`src/hdl/bivh_pkg.sv`:
```
// Shared types and constants of the beat interval gate and HRV statistics block.
package bivh_pkg;

	localparam int IVAL_W  = 11;
	localparam int IN_W    = 16;
	localparam int QUAL_W  = 8;
	localparam int TIME_W  = 32;
	localparam int STALE_W = 16;
	localparam int TALLY_W = 32;
	localparam int HELD_W  = 9;
	localparam int VAR_W   = 21;
	localparam int MAD_W   = 2 * IVAL_W;
	localparam int APB_AW  = 4;
	localparam int APB_DW  = 32;

	localparam logic [VAR_W-1:0]   VAR_MAX     = '1;
	localparam logic [IVAL_W+2:0]  JUMP_FACTOR = 14'd5;
	localparam logic [STALE_W-1:0] RESET_STALE = 16'd10;
	localparam logic [IVAL_W-1:0]  RESET_MIN   = 11'd300;
	localparam logic [IVAL_W-1:0]  RESET_MAX   = 11'd2000;

	localparam logic [1:0] REG_STALE = 2'd0;
	localparam logic [1:0] REG_MIN   = 2'd1;
	localparam logic [1:0] REG_MAX   = 2'd2;

	localparam logic [1:0] REASON_NONE    = 2'd0;
	localparam logic [1:0] REASON_QUALITY = 2'd1;
	localparam logic [1:0] REASON_RANGE   = 2'd2;
	localparam logic [1:0] REASON_JUMP    = 2'd3;

	typedef enum logic [1:0] {
		CMD_ADD    = 2'd0,
		CMD_CLEAR  = 2'd1,
		CMD_REPORT = 2'd2,
		CMD_NOP    = 2'd3
	} cmd_t;

	typedef struct packed {
		logic [STALE_W-1:0] stale;
		logic [IVAL_W-1:0]  min_ms;
		logic [IVAL_W-1:0]  max_ms;
	} cfg_t;

	typedef struct packed {
		cmd_t              cmd;
		logic              quality_bad;
		logic              range_bad;
		logic [IVAL_W-1:0] interval;
		logic [TIME_W-1:0] time_s;
	} item_t;

	typedef struct packed {
		logic               accepted;
		logic [1:0]         reject_reason;
		logic [HELD_W-1:0]  entries_held;
		logic [IVAL_W-1:0]  mean_interval;
		logic [IVAL_W-1:0]  rmssd_value;
		logic [IVAL_W-1:0]  sdnn_value;
		logic [VAR_W-1:0]   interval_variance;
		logic [MAD_W-1:0]   mad_squared;
		logic [TALLY_W-1:0] quality_rejections;
		logic [TALLY_W-1:0] range_rejections;
		logic [TALLY_W-1:0] jump_rejections;
		logic [TALLY_W-1:0] accepted_total;
	} result_t;

endpackage

```
`src/hdl/bivh_front.sv`:
```
// Front end: input queue that decodes, quality-screens and range-screens each item.
module bivh_front (
	input  logic                 clk,
	input  logic                 arst_n,
	input  logic                 push,
	output logic                 full,
	input  logic [1:0]           command,
	input  logic [bivh_pkg::IN_W-1:0]   interval_ms,
	input  logic [bivh_pkg::QUAL_W-1:0] quality,
	input  logic [bivh_pkg::TIME_W-1:0] time_s,
	input  bivh_pkg::cfg_t       cfg,
	output logic                 item_valid,
	output bivh_pkg::item_t      item,
	input  logic                 item_take
);
	import bivh_pkg::*;

	item_t      q_mem [2];
	logic       wr_q;
	logic       rd_q;
	logic [1:0] cnt_q;
	item_t      item_in;
	logic       wr_en;

	always_comb begin
		item_in.cmd         = cmd_t'(command);
		item_in.quality_bad = quality == '0;
		item_in.range_bad   = (interval_ms < IN_W'(cfg.min_ms)) ||
			(interval_ms > IN_W'(cfg.max_ms));
		item_in.interval    = interval_ms[IVAL_W-1:0];
		item_in.time_s      = time_s;
	end

	assign full       = cnt_q == 2'd2;
	assign wr_en      = push && !full;
	assign item_valid = cnt_q != 2'd0;
	assign item       = q_mem[rd_q];

	always_ff @(posedge clk) begin
		if (wr_en) begin
			q_mem[wr_q] <= item_in;
		end
	end

	always_ff @(posedge clk or negedge arst_n) begin
		if (!arst_n) begin
			wr_q  <= 1'b0;
			rd_q  <= 1'b0;
			cnt_q <= 2'd0;
		end else begin
			if (wr_en) begin
				wr_q <= !wr_q;
			end
			if (item_take) begin
				rd_q <= !rd_q;
			end
			cnt_q <= cnt_q + {1'b0, wr_en} - {1'b0, item_take};
		end
	end

endmodule

```
`config.mk`:
```
export PLATFORM = sky130hd
export DESIGN_NAME = bivh_front
export DESIGN_NICKNAME = d
export VERILOG_FILES = /design/src/hdl/bivh_pkg.sv /design/src/hdl/bivh_front.sv
export SDC_FILE = /design/constraint.sdc
export NUM_CORES = 1
export LEC_CHECK = 0
export ABC_AREA = 1
export ABC_CLOCK_PERIOD_IN_PS = 6400
export BUFFER_PORTS_ARGS = -buffer_cell sky130_fd_sc_hd__buf_2
export CAP_MARGIN = 10
export CORE_MARGIN = 4
export CORE_UTILIZATION = 50
export CTS_BUF_LIST = sky130_fd_sc_hd__clkbuf_16
export DETAILED_ROUTE_END_ITERATION = 8
export PLACE_DENSITY = 0.84
export SLEW_MARGIN = 20
export SYNTH_ARGS = -nofsm -noshare
export SYNTH_HDL_FRONTEND = slang
export SYNTH_SLANG_ARGS = --single-unit
export TNS_END_PERCENT = 20
```
`constraint.sdc`:
```
create_clock -name clk -period 6.4 [get_ports clk]
set_clock_uncertainty 0.1 [all_clocks]
set_input_delay 1.28 -clock clk [delete_from_list [all_inputs] [get_ports clk]]
set_output_delay 1.28 -clock clk [all_outputs]
set_load 0.005 [all_outputs]
```
==> flow_summary.ini <==
[outcome]
status = finished, final reports clean

[die]
io_pins = 149
die_x_um = 101
initial_core_util = 0.518
rows = 33
die_height_um = 101
dieArea_mm2 = 0.0101
placeableCoreArea_mm2 = 0.00830

[synth]
synth_ff_type = edfxtp_1
syn_area_per_cell_um2 = 15.6
netlist_instances = 276
yosys.area.top_type_share = 0.656
synth_largest_area_cell = edfxtp_1
yosysWarnings = 0
syn_nets = 399
netlist-cell-type-count = 22
synth_area_leaders = edfxtp_1, mux2_2, mux2_4
ys_seq_area_frac = 0.680
synth_seq_cells = 98
async_reset_ff_frac = 0.0408
syn_area_mm2 = 0.00430
synth-edff-count = 94

[cts]
cts_setup_buffers = 0
ctsResizeCount = 0
htree_levels = 3
clk_pin_slew_ns = 0.06
numCtsBuffers = 9
clk-insertion-delay-late_ns = 0.32
root_buffer = clkbuf_16
tritoncts = done
cts_buffer_depth = 2
postCtsHoldBufs = 0
cts_sinks = 98

[timing]
period_share = 0.551
slew_headroom = 0.565
hold_ws_ns = 0.477
rsz0062_at_grt = no
fmax_ghz = 0.283
post-route-min-period_ns = 3.53
slew_violations = 0
setup_violations = 0
finalHoldViolations = 0
timing.setup.tns_ns = 0
timing_worst_slew_pin_value_ns = 0.653

[cells_and_area]
nets = 540
finalNonFillerCells = 527
fin_area_mm2 = 0.00537
area_growth_pct = 24.8
final_cell_mix = buf_2, edfxtp_1, inv_1
drive_above_1_share = 0.476
antenna_cells = 0
mostFrequentLayoutCell = buf_2

[setup_path]
worstSetupStartpointType = flip-flop
cp.arrival_ns = 2.15
crit_path_end_kind = primary output
crit_required_ns = 5.02
path_max_fanout = 25
worstSetupPathType = flip-flop to primary output

[grt]
gr-total-overflow = 0
grt_pass1_wl_um = 12300
grt_pass1_vias = 2743
grt_max_degree = 32
antenna_found_initial = 0
grtUsageTotal = 0.159

[route]
wl_per_cell_um = 15.0
vias = 2580
final_antenna_net_count = 0
routed_wl_um = 7920
drtIter0Drc = 39
via_per_inst = 4.90
dr.pass1.iters = 4
drc_errors = 0

[placement]
dpl-instance-area_mm2 = 0.00509
portBuffers = 132
dp_cells = 511
dp_hpwl_um = 5960
gp_congestion = 0.731

[power]
p_leak_uw = 0.00235
p_total_uw = 2040
ir_drop_uv = 192
powerDensity_mw_per_mm2 = 380

[min_path]
hold_path_class = flip-flop to flip-flop

[job]
cap_violations = 0
## state kept, by name, summed over array words and instances, names as in the netlist
| register | flops |
|---|---|
| q_mem | 94 |
| cnt_q | 2 |
| rd_q | 1 |
| wr_q | 1 |
## cells by family (layout without fill, tap and decap cells)
family,Yosys count,after routing,synth area share
DFF,98,98,0.680
AOI/OAI and AO/OA,8,8,0.0108
adders and majority gates,23,23,0.0669
xor gates and xnor gates,4,4,0.00815
muxes,47,47,0.141
buffers and inverters,38,184,0.0390
and+or+nand+nor,58,58,0.0550
## worst max-delay path, stage by stage, from the launching register on
cell and delay, ns:
dfrtp_2 0.78, buf_4 0.49, mux2_2 0.39, buf_2 0.13
## routing by layer
layer  share of wire  track usage  vias up
li1                -            -     1265
met1            0.38        0.176     1200
met2            0.51        0.283      103
met3           0.099       0.0478       12
met4           0.013       0.0642        0
met5               0            0        -
## metrics by stage
step	worst slack, ns	utilization
floorplan	2.52	-
global placement	3.19	0.613
detailed placement	3.18	0.613
CTS	2.82	0.646
global route	2.77	0.646
finish	2.87	0.646
## report_power, final
group	internal, uW	leakage [uW]	switching, uW
Clock	267	0.000133	223
Sequential	878	0.000917	72.9
Combinational	324	0.00130	276
## worst paths after layout
kind | depth (start not counted) | to | from | slack [ns]
setup / recovery | 3 | item[45] | rd_q | 2.87
hold / removal | 1 | cnt_q[0] | cnt_q[0] | 0.48
setup reg to reg | 4 | q_mem[1][9] | cnt_q[1] | 4.42
hold reg to reg | 1 | cnt_q[0] | cnt_q[0] | 0.48
max in group asynchronous | 1 | rd_q | arst_n | 5.42
min in group asynchronous | 1 | cnt_q[0] | arst_n | 0.65
## cell usage after synthesis (3+ instances only)
cell / n
mux2_2: 27
mux2_4: 20
buf_6: 3
dfrtp_1: 4
edfxtp_1: 94
inv_1: 33
nor3_1: 3
nor2_1: 16
a21oi_1: 5
ha_1: 23
nand2_1: 32
## area by class of cell
| type | count | area [um2] |
|---|---|---|
| multi-input combinational | 140 | 1220 |
| clock inverter | 7 | 52.6 |
| fill | 634 | 2930 |
| tap | 105 | 131 |
| timing repair buffer | 135 | 683 |
| clock buffer | 9 | 225 |
| inverter | 33 | 124 |
| sequential | 98 | 2920 |
No activity file was read; power rests on OpenSTA's default activity.
